`src/hdl/paced_serial_byte_queues_macros.svh`:
```
// Assertion macros shared by the paced serial byte queue modules.
`ifndef PACED_SERIAL_BYTE_QUEUES_MACROS_SVH
`define PACED_SERIAL_BYTE_QUEUES_MACROS_SVH

// Checked on every rising edge outside of reset.
`define PSBQ_ASSERT(label, prop, msg) \
  label: assert property (@(posedge clk_i) disable iff (!rst_ni) prop) else $error(msg);

// Checked on every rising edge, reset included.
`define PSBQ_ASSERT_ALWAYS(label, prop, msg) \
  label: assert property (@(posedge clk_i) prop) else $error(msg);

`endif

```
`src/hdl/psbq_pkg.sv`:
```
package psbq_pkg;

  localparam int RX_DEPTH = 128;
  localparam int TX_DEPTH = 32;
  localparam int RX_AW = $clog2(RX_DEPTH);
  localparam int TX_AW = $clog2(TX_DEPTH);
  localparam int TX_CW = $clog2(TX_DEPTH + 1);

  localparam int DLY_W = 13;
  localparam int TICK_W = 16;
  localparam int MIN_US = 10;
  localparam int TICKS_PER_4US = 59;

  localparam int CFG_IDX_W = 1;
  localparam logic [CFG_IDX_W-1:0] REG_START_DELAY = CFG_IDX_W'(0);
  localparam logic [CFG_IDX_W-1:0] REG_PACING_DELAY = CFG_IDX_W'(1);

  typedef enum logic [2:0] {
    CMD_TICK = 3'd0,
    CMD_RX_BYTE = 3'd1,
    CMD_ENQUEUE = 3'd2,
    CMD_READ = 3'd3,
    CMD_TX_DONE = 3'd4
  } psbq_cmd_e;

  typedef struct packed {
    logic [2:0] command;
    logic [7:0] data_byte;
    logic [2:0] rx_error_bits;
  } psbq_in_t;

  typedef struct packed {
    logic       read_valid;
    logic [7:0] read_data;
    logic       send_valid;
    logic [7:0] send_data;
    logic       enqueue_dropped;
    logic [5:0] tx_level;
  } psbq_out_t;

  typedef struct packed {
    logic [TICK_W-1:0] start_ticks;
    logic [TICK_W-1:0] pacing_ticks;
  } psbq_delay_t;

  typedef struct packed {
    logic             send_valid;
    logic             enqueue_dropped;
    logic [TX_CW-1:0] level;
  } psbq_tx_stat_t;

endpackage

```
`src/hdl/psbq_ram.sv`:
```
module psbq_ram #(
  parameter int WIDTH = 8,
  parameter int DEPTH = 32
) (
  input  logic                     clk_i,
  input  logic                     we_i,
  input  logic [$clog2(DEPTH)-1:0] waddr_i,
  input  logic [WIDTH-1:0]         wdata_i,
  input  logic [$clog2(DEPTH)-1:0] raddr_i,
  output logic [WIDTH-1:0]         rdata_o
);

  logic [WIDTH-1:0] mem_q [DEPTH];
  logic [WIDTH-1:0] rdata_q;

  always_ff @(posedge clk_i) begin
    if (we_i) begin
      mem_q[waddr_i] <= wdata_i;
    end
    rdata_q <= mem_q[raddr_i];
  end

  assign rdata_o = rdata_q;

endmodule

```
`src/hdl/psbq_cfg.sv`:
```
module psbq_cfg (
  input  logic                           clk_i,
  input  logic                           rst_ni,
  input  logic                           cfg_we_i,
  input  logic [psbq_pkg::CFG_IDX_W-1:0] cfg_idx_i,
  input  logic [psbq_pkg::DLY_W-1:0]     cfg_data_i,
  output psbq_pkg::psbq_delay_t          delay_o
);
  import psbq_pkg::*;

  function automatic logic [TICK_W-1:0] us_to_ticks(input logic [DLY_W-1:0] us);
    logic [DLY_W-1:0] clipped;
    logic [DLY_W+3:0] prod;
    clipped = (us < DLY_W'(MIN_US)) ? DLY_W'(MIN_US) : us;
    prod = (DLY_W+4)'(clipped[DLY_W-1:2]) * (DLY_W+4)'(TICKS_PER_4US);
    return (|prod[DLY_W+3:TICK_W]) ? '1 : prod[TICK_W-1:0];
  endfunction

  psbq_delay_t delay_q, delay_d;

  always_comb begin
    delay_d = delay_q;
    if (cfg_we_i) begin
      case (cfg_idx_i)
        REG_START_DELAY: delay_d.start_ticks = us_to_ticks(cfg_data_i);
        REG_PACING_DELAY: delay_d.pacing_ticks = us_to_ticks(cfg_data_i);
        default: delay_d = delay_q;
      endcase
    end
  end

  always_ff @(posedge clk_i or negedge rst_ni) begin
    if (!rst_ni) begin
      delay_q.start_ticks <= us_to_ticks(DLY_W'(MIN_US));
      delay_q.pacing_ticks <= us_to_ticks(DLY_W'(MIN_US));
    end else begin
      delay_q <= delay_d;
    end
  end

  assign delay_o = delay_q;

endmodule

```
`src/hdl/psbq_rx.sv`:
```
`include "paced_serial_byte_queues_macros.svh"

module psbq_rx (
  input  logic                clk_i,
  input  logic                rst_ni,
  input  logic                accept_i,
  input  psbq_pkg::psbq_in_t  in_i,
  output logic                read_valid_o,
  output logic [7:0]          read_data_o
);
  import psbq_pkg::*;

  logic [RX_AW-1:0] head_q, head_d, tail_q, tail_d;
  logic             rd_valid_q, rd_valid_d;
  logic             wr_en;
  logic [7:0]       rdata;

  function automatic logic [RX_AW-1:0] rx_next(input logic [RX_AW-1:0] i);
    return (i == RX_AW'(RX_DEPTH - 1)) ? '0 : i + 1'b1;
  endfunction

  always_comb begin
    head_d = head_q;
    tail_d = tail_q;
    wr_en = 1'b0;
    rd_valid_d = 1'b0;
    if (accept_i) begin
      if (in_i.command == CMD_RX_BYTE && in_i.rx_error_bits == '0) begin
        wr_en = 1'b1;
        head_d = rx_next(head_q);
      end
      if (in_i.command == CMD_READ && tail_q != head_q) begin
        rd_valid_d = 1'b1;
        tail_d = rx_next(tail_q);
      end
    end
  end

  always_ff @(posedge clk_i or negedge rst_ni) begin
    if (!rst_ni) begin
      head_q <= '0;
      tail_q <= '0;
      rd_valid_q <= 1'b0;
    end else begin
      head_q <= head_d;
      tail_q <= tail_d;
      rd_valid_q <= rd_valid_d;
    end
  end

  psbq_ram #(
    .WIDTH(8),
    .DEPTH(RX_DEPTH)
  ) u_rx_ram (
    .clk_i  (clk_i),
    .we_i   (wr_en),
    .waddr_i(head_q),
    .wdata_i(in_i.data_byte),
    .raddr_i(tail_q),
    .rdata_o(rdata)
  );

  assign read_valid_o = rd_valid_q;
  assign read_data_o = rd_valid_q ? rdata : 8'd0;

  `PSBQ_ASSERT(a_read_not_empty, rd_valid_q |-> $past(tail_q) != $past(head_q), "Read from empty ring.")
  `PSBQ_ASSERT(a_tail_moves_on_read, (tail_q != $past(tail_q)) |-> rd_valid_q, "Tail moved without read.")

endmodule

```
`src/hdl/psbq_tx.sv`:
```
`include "paced_serial_byte_queues_macros.svh"

module psbq_tx (
  input  logic                   clk_i,
  input  logic                   rst_ni,
  input  logic                   accept_i,
  input  psbq_pkg::psbq_in_t     in_i,
  input  psbq_pkg::psbq_delay_t  delay_i,
  output psbq_pkg::psbq_tx_stat_t stat_o,
  output logic [7:0]             send_data_o
);
  import psbq_pkg::*;

  localparam int SUM_W = TX_AW + 1;

  logic [TX_AW-1:0]  tail_q, tail_d;
  logic [TX_CW-1:0]  count_q, count_d;
  logic              burst_q, burst_d;
  logic              armed_q, armed_d;
  logic [TICK_W-1:0] gap_q, gap_d;
  logic              snd_q, snd_d;
  logic              drop_q, drop_d;
  logic              wr_en;
  logic [SUM_W-1:0]  slot_sum;
  logic [TX_AW-1:0]  slot;
  logic [7:0]        rdata;

  always_comb begin
    slot_sum = SUM_W'(tail_q) + SUM_W'(count_q);
    if (slot_sum >= SUM_W'(TX_DEPTH)) begin
      slot_sum = slot_sum - SUM_W'(TX_DEPTH);
    end
    slot = slot_sum[TX_AW-1:0];
  end

  always_comb begin
    tail_d = tail_q;
    count_d = count_q;
    burst_d = burst_q;
    armed_d = armed_q;
    gap_d = gap_q;
    snd_d = 1'b0;
    drop_d = 1'b0;
    wr_en = 1'b0;
    if (accept_i) begin
      case (in_i.command)
        CMD_TICK: begin
          if (armed_q) begin
            if (gap_q > TICK_W'(1)) begin
              gap_d = gap_q - 1'b1;
            end else begin
              gap_d = '0;
              armed_d = 1'b0;
              if (count_q != '0) begin
                snd_d = 1'b1;
                tail_d = (tail_q == TX_AW'(TX_DEPTH - 1)) ? '0 : tail_q + 1'b1;
                count_d = count_q - 1'b1;
              end
            end
          end
        end
        CMD_ENQUEUE: begin
          if (count_q >= TX_CW'(TX_DEPTH)) begin
            drop_d = 1'b1;
          end else begin
            wr_en = 1'b1;
            count_d = count_q + 1'b1;
            if (!burst_q) begin
              burst_d = 1'b1;
              armed_d = 1'b1;
              gap_d = delay_i.start_ticks;
            end
          end
        end
        CMD_TX_DONE: begin
          if (burst_q) begin
            if (count_q == '0) begin
              burst_d = 1'b0;
            end else begin
              armed_d = 1'b1;
              gap_d = delay_i.pacing_ticks;
            end
          end
        end
        default: begin
          tail_d = tail_q;
        end
      endcase
    end
  end

  always_ff @(posedge clk_i or negedge rst_ni) begin
    if (!rst_ni) begin
      tail_q <= '0;
      count_q <= '0;
      burst_q <= 1'b0;
      armed_q <= 1'b0;
      gap_q <= '0;
      snd_q <= 1'b0;
      drop_q <= 1'b0;
    end else begin
      tail_q <= tail_d;
      count_q <= count_d;
      burst_q <= burst_d;
      armed_q <= armed_d;
      gap_q <= gap_d;
      snd_q <= snd_d;
      drop_q <= drop_d;
    end
  end

  psbq_ram #(
    .WIDTH(8),
    .DEPTH(TX_DEPTH)
  ) u_tx_ram (
    .clk_i  (clk_i),
    .we_i   (wr_en),
    .waddr_i(slot),
    .wdata_i(in_i.data_byte),
    .raddr_i(tail_q),
    .rdata_o(rdata)
  );

  assign stat_o.send_valid = snd_q;
  assign stat_o.enqueue_dropped = drop_q;
  assign stat_o.level = count_q;
  assign send_data_o = snd_q ? rdata : 8'd0;

  `PSBQ_ASSERT_ALWAYS(a_count_bound, count_q <= TX_CW'(TX_DEPTH), "Transmit count overflow.")
  `PSBQ_ASSERT(a_armed_in_burst, armed_q |-> (burst_q && count_q != '0), "Armed outside a burst.")
  `PSBQ_ASSERT(a_send_had_byte, snd_q |-> $past(count_q) != '0, "Sent from empty queue.")

endmodule

```
`src/hdl/paced_serial_byte_queues.sv`:
```
// The result word is strobed in the cycle after the command is accepted.
// Throughput: one command per cycle; busy_o stays low, since each command makes a
// single access to the receive or transmit memory, each with a registered read.
// Reset clears the queue pointers, counts and delay timer, and sets both delays
// to 10 us; memory contents are undefined until written. The receiver cannot stall.
module paced_serial_byte_queues (
  input  logic                           clk_i,
  input  logic                           rst_ni,
  input  logic                           start_i,
  output logic                           busy_o,
  input  psbq_pkg::psbq_in_t             in_i,
  output logic                           done_o,
  output psbq_pkg::psbq_out_t            res_o,
  input  logic                           cfg_we_i,
  input  logic [psbq_pkg::CFG_IDX_W-1:0] cfg_idx_i,
  input  logic [psbq_pkg::DLY_W-1:0]     cfg_data_i
);
  import psbq_pkg::*;

  logic          accept;
  logic          done_q;
  psbq_delay_t   delay;
  psbq_tx_stat_t tx_stat;
  logic          rd_valid;
  logic [7:0]    rd_data;
  logic [7:0]    snd_data;

  assign busy_o = 1'b0;
  assign accept = start_i && !busy_o;

  always_ff @(posedge clk_i or negedge rst_ni) begin
    if (!rst_ni) begin
      done_q <= 1'b0;
    end else begin
      done_q <= accept;
    end
  end

  psbq_cfg u_cfg (
    .clk_i     (clk_i),
    .rst_ni    (rst_ni),
    .cfg_we_i  (cfg_we_i),
    .cfg_idx_i (cfg_idx_i),
    .cfg_data_i(cfg_data_i),
    .delay_o   (delay)
  );

  psbq_rx u_rx (
    .clk_i       (clk_i),
    .rst_ni      (rst_ni),
    .accept_i    (accept),
    .in_i        (in_i),
    .read_valid_o(rd_valid),
    .read_data_o (rd_data)
  );

  psbq_tx u_tx (
    .clk_i      (clk_i),
    .rst_ni     (rst_ni),
    .accept_i   (accept),
    .in_i       (in_i),
    .delay_i    (delay),
    .stat_o     (tx_stat),
    .send_data_o(snd_data)
  );

  assign done_o = done_q;
  assign res_o.read_valid = rd_valid;
  assign res_o.read_data = rd_data;
  assign res_o.send_valid = tx_stat.send_valid;
  assign res_o.send_data = snd_data;
  assign res_o.enqueue_dropped = tx_stat.enqueue_dropped;
  assign res_o.tx_level = 6'(tx_stat.level);

endmodule

```
`config.mk`:
```
export PLATFORM = sky130hd
export DESIGN_NAME = paced_serial_byte_queues
export DESIGN_NICKNAME = d
export VERILOG_FILES = /design/src/hdl/psbq_pkg.sv /design/src/hdl/psbq_ram.sv /design/src/hdl/psbq_cfg.sv /design/src/hdl/psbq_rx.sv /design/src/hdl/psbq_tx.sv /design/src/hdl/paced_serial_byte_queues.sv
export VERILOG_INCLUDE_DIRS = /design/src /design/src/hdl
export SDC_FILE = /design/constraint.sdc
export NUM_CORES = 2
export LEC_CHECK = 0
export BUFFER_PORTS_ARGS = -buffer_cell sky130_fd_sc_hd__clkbuf_2
export CAP_MARGIN = 20
export CORE_ASPECT_RATIO = 0.7
export CORE_MARGIN = 4
export CORE_UTILIZATION = 25
export CTS_CLUSTER_SIZE = 20
export DETAILED_ROUTE_END_ITERATION = 8
export MAX_ROUTING_LAYER = met4
export PLACE_DENSITY_LB_ADDON = 0.1
export SLEW_MARGIN = 5
export SYNTH_ARGS = -nofsm -noshare
export SYNTH_HDL_FRONTEND = slang
export SYNTH_SLANG_ARGS = --single-unit
export TNS_END_PERCENT = 5
```
`constraint.sdc`:
```
create_clock -name clk_i -period 7 [get_ports clk_i]
set_input_delay 1.4 -clock clk_i [delete_from_list [all_inputs] [get_ports clk_i]]
set_output_delay 1.4 -clock clk_i [all_outputs]
set_load 0.05 [all_outputs]
```
# ---- Yosys cells after proc, flatten, opt, wreduce, memory -nomap -nowiden
# Memory sizes are Yosys's and may differ from the RTL's. A register that Yosys moved wholly into a read port is not among the register bits.
# Index checks and enable logic that the tools add are counted.
dict set report word_totals {
  reg_bits 79
  romBits 0
  output_inout_bits 27
  input_bits 32
  mem_bits_rw 1280
  latch_bits 0
  memories 2
}
dict set report classes {
  add_sub_neg 8
  n_bitwise 2
  reduce_logical 18
  magnitude_cmp 4
  n_div 0
  muxes 50
  multipliers 1
  n_eq_ne 15
  shifts 0
}
# name words word_bits rd rd_ports_with_merged_regs wr line
set mem_list {}
lappend mem_list {u_rx.u_rx_ram.mem_q 128 8 1 1 1 psbq_ram.sv:13} ;# logic [WIDTH-1:0] mem_q [DEPTH];
lappend mem_list {u_tx.u_tx_ram.mem_q 32 8 1 1 1 psbq_ram.sv:13}
# op count
set op_table {}
lappend op_table {{$mux 16} 7}
lappend op_table {{$pmux 16 s3} 1}
lappend op_table {{$mux 1} 28}
lappend op_table {{$mux 6} 4}
lappend op_table {{$mul 11x6->17 const B} 1}
lappend op_table {{$gt 16x1->1 const B} 1}
lappend op_table {{$mux 8} 2}
lappend op_table {{$sub 16x1->16 const B} 1}
lappend op_table {{$add 7x1->7 const B} 2}
lappend op_table {{$eq 7x7->1 const B} 2}
lappend op_table {{$mux 7} 2}
lappend op_table {{$lt 13x4->1 const B} 1}
lappend op_table {{$mux 13} 1}
lappend op_table {{$ge 6x6->1 const B} 2}
lappend op_table {{$pmux 6 s2} 1}
lappend op_table {{$reduce_and 6->1} 2}
lappend op_table {{$mux 5} 2}
lappend op_table {{$ne 2x2->1 const B} 4}
lappend op_table {{$reduce_and 2->1} 4}
lappend op_table {{$ne 7x7->1} 1}
lappend op_table {{$reduce_and 7->1} 1}
lappend op_table {{$add 5x6->6} 1}
lappend op_table {{$add 6x1->6 const B} 1}
lappend op_table {{$eq 3x2->1 const B} 2}
lappend op_table {{other kinds (18)} 24}

# ---- Depth between registers and ports, before layout
dict set report logic_depth {
  word_depth 6
  mapped_depth 19
}

# ---- Hierarchy
# From an unflattened synthesis, not the netlist that was laid out.
dict set report unflattened {
  hier_cells 2718
  area_unflattened_um2 55933.6
}
# mod area_per_inst_um2 instances seq_area_each_um2 cells_per_inst
set modules_own_cells {}
lappend modules_own_cells {{psbq_ram at u_rx.u_rx_ram} 39665.5 1 30909.6 1635}
lappend modules_own_cells {{psbq_ram at u_tx.u_tx_ram} 10053.4 1 7847.5 417}
lappend modules_own_cells {psbq_cfg 2877.8 1 813.3 303}
lappend modules_own_cells {psbq_tx 2362.3 1 775.7 267}
lappend modules_own_cells {psbq_rx 930.9 1 375.4 92}
lappend modules_own_cells {paced_serial_byte_queues 43.8 1 25.0 4}

# ---- Worst setup path before layout
# No wires, ideal clock.
dict set report synth_timing {
  path_type {input port to flip-flop}
  start {in cfg_data_i[11] (netlist bit)}
  end {reg u_cfg.delay_q (netlist bit u_cfg.delay_o[11])}
  setup_ns 0.138
  stages 18
  path_buffers 1
  slack_ns 1.277
  required_time_ns 6.862
  arrival_ns 5.585
  path_cell_list {inv_1 -> ha_1 -> nor4b_1 -> nand3_1 -> nand2b_1 -> inv_1 -> fa_1 -> fa_1 -> inv_1 -> fa_1 -> ha_1 -> nand3_1 -> o211ai_2 -> a21oi_1 -> a211oi_4 -> xnor2_1 -> buf_2 -> a31oi_1}
}
dict set report synth_between {
  elab_chain_len 4
}
# item line
set synth_lines {}
lappend synth_lines {{from (decl)} paced_serial_byte_queues.sv:16} ;# input logic [psbq_pkg::DLY_W-1:0] cfg_data_i
lappend synth_lines {{$lt 13x4->1} psbq_cfg.sv:14} ;# clipped = (us < DLY_W'(MIN_US)) ? DLY_W'(MIN_US) : us;
lappend synth_lines {{$mux 13 (*)} psbq_cfg.sv:14}
lappend synth_lines {{$mul 11x6->17 (*)} psbq_cfg.sv:15} ;# prod = (DLY_W+4)'(clipped[DLY_W-1:2]) * (DLY_W+4)'(TICKS_PER_4US);
lappend synth_lines {{$mux 16 (*)} psbq_cfg.sv:16} ;# return (|prod[DLY_W+3:TICK_W]) ? '1 : prod[TICK_W-1:0];
lappend synth_lines {{to (signal assigned)} psbq_cfg.sv:37} ;# delay_q <= delay_d;
lappend synth_lines {{to (decl)} psbq_cfg.sv:19} ;# psbq_delay_t delay_q, delay_d;
# Mark *: on every way between the ends. The rest lies on a longest branch, timed or not.
# A chain may end at the register's enable or synchronous reset.

# ---- Worst setup path after layout
dict set report layout_timing {
  start {in cfg_data_i[11] (netlist bit)}
  end {reg u_cfg.delay_q (netlist bit u_cfg.delay_o[13])}
}
# Same word-level chain as after synthesis.

==> summary.md <==
| Metric | Value |
|---|---|
| Status | `completed` |
| Static leakage | `~21 nW` |
| Root buffer cell | `clkbuf_16` |
| P&R area growth vs syn | `16.1%` |
| Commonest cells after routing, fill and taps aside | `edfxtp_1, mux4_2, nor2_1` |
| Actual slew at the worst max-slew pin | `between 1 and 1.5 ns` |
| Worst Setup End Kind | `flip-flop` |
| Fin crit period | `about 5.6 ns` |
| Htree depth | `4` |
| Worst vdd ir | `~0.00016 V` |
| Post-route ant nets | `0` |
| Clk sinks | `~1400` |
| Placed instance area | `~61000 µm²` |
| Die W | `575 µm` |
| Worst Hold Slack | `around 0.50 ns` |
| Worst path required time | `around 7.6 ns` |
| Syn_area_per_cell | `about 18 µm²` |
| Fin area | `65400 µm²` |
| # Max-Cap Violations | `0` |
| Hold Crit Class | `flip-flop to flip-flop` |
| Clock slew at reported path FFs | `0.06 ns` |
| DRC | `0` |
| Pwr Total | `between 20 and 25 mW` |
| Max-slew violation total from the final report | `0` |
| Clock Skew | `0.0555 ns` |
| Post-DP HPWL | `between 100000 and 150000 µm` |
| Crit path max fanout | `4` |
| Clock buffer depth | `4` |
| All-Layer GR Usage | `~14%` |
| Placed Cells | `between 6000 and 7000` |
| IO Pins | `59` |
| PD cells | `approximately 340 nW/µm²` |
| Critical Path Source Type | `input pin` |
| #FFs+latches synth | `approximately 1400` |
| Share of layout cells above drive strength 1 | `between 20% and 30%` |
| Non-filler cells, final | `around 6400` |
| Antenna violations before repair | `9` |
| Hold Vio Cnt, Final | `0` |
| Cell count after synthesis | `roughly 3100` |
| Crit Path Category | `input pin to flip-flop` |
| Synth async-reset ratio | `under 10%` |
| Pre-antenna DRT Iters | `5` |
| Final #Nets | `about 3400` |
| Final WL | `163000 µm` |
| Footprint of the multi-input gates | `around 14000 µm²` |
| Buffers on Ports | `56` |
| Initial DRC count | `between 2000 and 2500` |
| Post-synthesis sequential area ratio | `between 70% and 80%` |
| Largest net degree at the start of global routing | `roughly 100` |
| Core Rows | `between 100 and 150` |
| Post-synth EDFFs | `between 1000 and 1500` |
| Commonest non-fill, non-tap cell in the layout | `edfxtp_1` |
| Setup_tns | `0 ns` |
| Synthesized net count | `3231` |
| Cts hold-fix bufs | `0` |
| Final period util | `~80%` |
| RSZ-0062 raised after global routing | `false` |
| Starting Density | `roughly a quarter` |
| Primary FF master, synth | `edfxtp_1` |
| Syn. warnings | `0` |
| CTS buffer count | `154` |
| Relative slew slack | `between 10% and 20%` |
| CTS tree | `built` |
| Via count | `roughly 29000` |
| Sequential cell area | `about 41000 µm²` |
| Die ar. | `between 200000 and 250000 µm²` |
| Number of fill cells in the layout | `22200` |
| Final setup vio count | `0` |
| WL per Instance | `approximately 25 µm` |
| Netlist cell types | `~70` |
| # resized after CTS | `0` |
| Core area | `around 220000 µm²` |
| Vias per inst | `~4.5` |
| Worst skew pair latency | `around 0.8 ns` |
| Total gr overflow | `0` |
| Postcts setup bufs | `0` |
| Via count of the first global-routing pass | `29900` |
| GPL Wtd Cong | `between 0.7 and 0.8` |
| First-pass GRT wire length | `around 230000 µm` |
| CP arrival | `between 6 and 7 ns` |
| Die Y-Extent | `405 µm` |
| FMAX | `179 MHz` |
| Synthesized area | `between 50000 and 60000 µm²` |
Yosys cell counts (17+ instances only):
library cell | n | share of area [%]
clkbuf_1 | 89 | 0.59
a22oi_1 | 73 | 0.97
a21oi_1 | 71 | 0.63
xnor2_1 | 18 | 0.28
buf_4 | 27 | 0.36
o21ai_0 | 85 | 0.76
fa_1 | 27 | 0.96
a21boi_0 | 17 | 0.23
mux2_2 | 51 | 1.0
nor3_1 | 18 | 0.16
mux4_2 | 256 | 10
buf_6 | 23 | 0.46
nand2_1 | 120 | 0.80
xor2_1 | 19 | 0.30
mux2i_1 | 175 | 3.1
ha_1 | 51 | 1.1
buf_2 | 30 | 0.27
dfrtp_1 | 69 | 3.1
a31oi_1 | 40 | 0.44
edfxtp_1 | 1280 | 68
nand3_1 | 50 | 0.44
and2_1 | 23 | 0.26
nand4_1 | 17 | 0.19
nor2_1 | 250 | 1.7
inv_1 | 64 | 0.43
state kept, by name, indices dropped and copies added, names as in the netlist, 6 cells and up:
| signal | flops |
|---|---|
| u_cfg.delay_o | 32 |
| u_rx.u_rx_ram.mem_q | 1024 |
| u_tx.gap_q | 16 |
| u_rx.head_q | 7 |
| u_tx.u_tx_ram.mem_q | 256 |
| u_tx.count_q | 6 |
| u_rx.tail_q | 7 |
| u_tx.u_tx_ram.rdata_o | 8 |
| u_rx.u_rx_ram.rdata_o | 8 |
kinds of logic (layout without fill, tap and decap cells):
kind of cell,Yosys count,in the layout,synth area share [%]
DFF,1375,1375,72.3
AOI/OAI and AO/OA,361,361,4.14
xor gates and xnor gates,37,37,0.575
buffers and inverters,244,527,2.18
other,1,4,0.00666
and+or+nand+nor,543,543,4.30
muxes,482,482,14.4
adders and majority gates,78,78,2.09
worst paths after layout:
kind,cells after the start,startpoint,slack [ns],to
worst max-delay path,18,cfg_data_i[11],1.41,u_cfg.delay_o[13]
worst max register to register,7,u_rx.tail_q[0],2.83,u_rx.u_rx_ram.rdata_o[2]
max in group asynchronous,2,rst_ni,5.20,u_rx.tail_q[0]
worst min register to register,2,u_cfg.delay_o[30],0.50,u_cfg.delay_o[30]
min in group asynchronous,1,rst_ni,0.57,u_tx.tail_q[3]
worst min-delay path,2,u_cfg.delay_o[30],0.50,u_cfg.delay_o[30]
report_power, final:
part	internal [mW]	total, mW	switching (mW)
clock network	4.53	7.86	3.33
registers	9.16	9.47	0.308
logic	1.99	4.87	2.88
total	15.7	22.2	6.51
cell type report:
| class | count | share of cell area, % |
|---|---|---|
| repair buffers | 198 | 2.24 |
| diodes | 3 | 0.0115 |
| clock buffers | 195 | 6.26 |
| clock inverters | 70 | 0.963 |
| flip-flops and latches | 1375 | 62.4 |
| well taps | 3013 | 5.77 |
| multi-input cells | 1502 | 22.0 |
| inverters | 64 | 0.367 |
stage by stage:
stage	util, %	worst slack, ns
3_3_place_gp	27.1	0.650
2_1_floorplan	-	1.28
5_1_grt	29.2	1.02
6_report	29.2	1.41
4_1_cts	29.2	1.44
3_5_place_dp	27.1	0.646
critical path: stages:
cell,delay (ns)
clkbuf_2,0.10
inv_1,0.09
ha_1,0.15
nor4b_1,0.44
nand3_1,0.17
nand2b_1,0.23
inv_1,0.09
fa_1,0.49
fa_1,0.54
inv_1,0.05
fa_1,0.47
ha_1,0.34
a21o_1,0.22
a221oi_1,0.40
o21ai_0,0.31
a2111o_1,0.47
o211ai_1,0.12
o211ai_1,0.11
metal layers:
| layer | up-vias | share of wire, % | GRT usage [%] |
|---|---|---|---|
| met5 | - | 0 | - |
| met1 | 15300 | 51 | 21.6 |
| met4 | 0 | 1.8 | 2.80 |
| li1 | 12800 | - | - |
| met3 | 194 | 4.2 | 2.34 |
| met2 | 576 | 43 | 20.0 |
(Power assumes the default switching activity.)
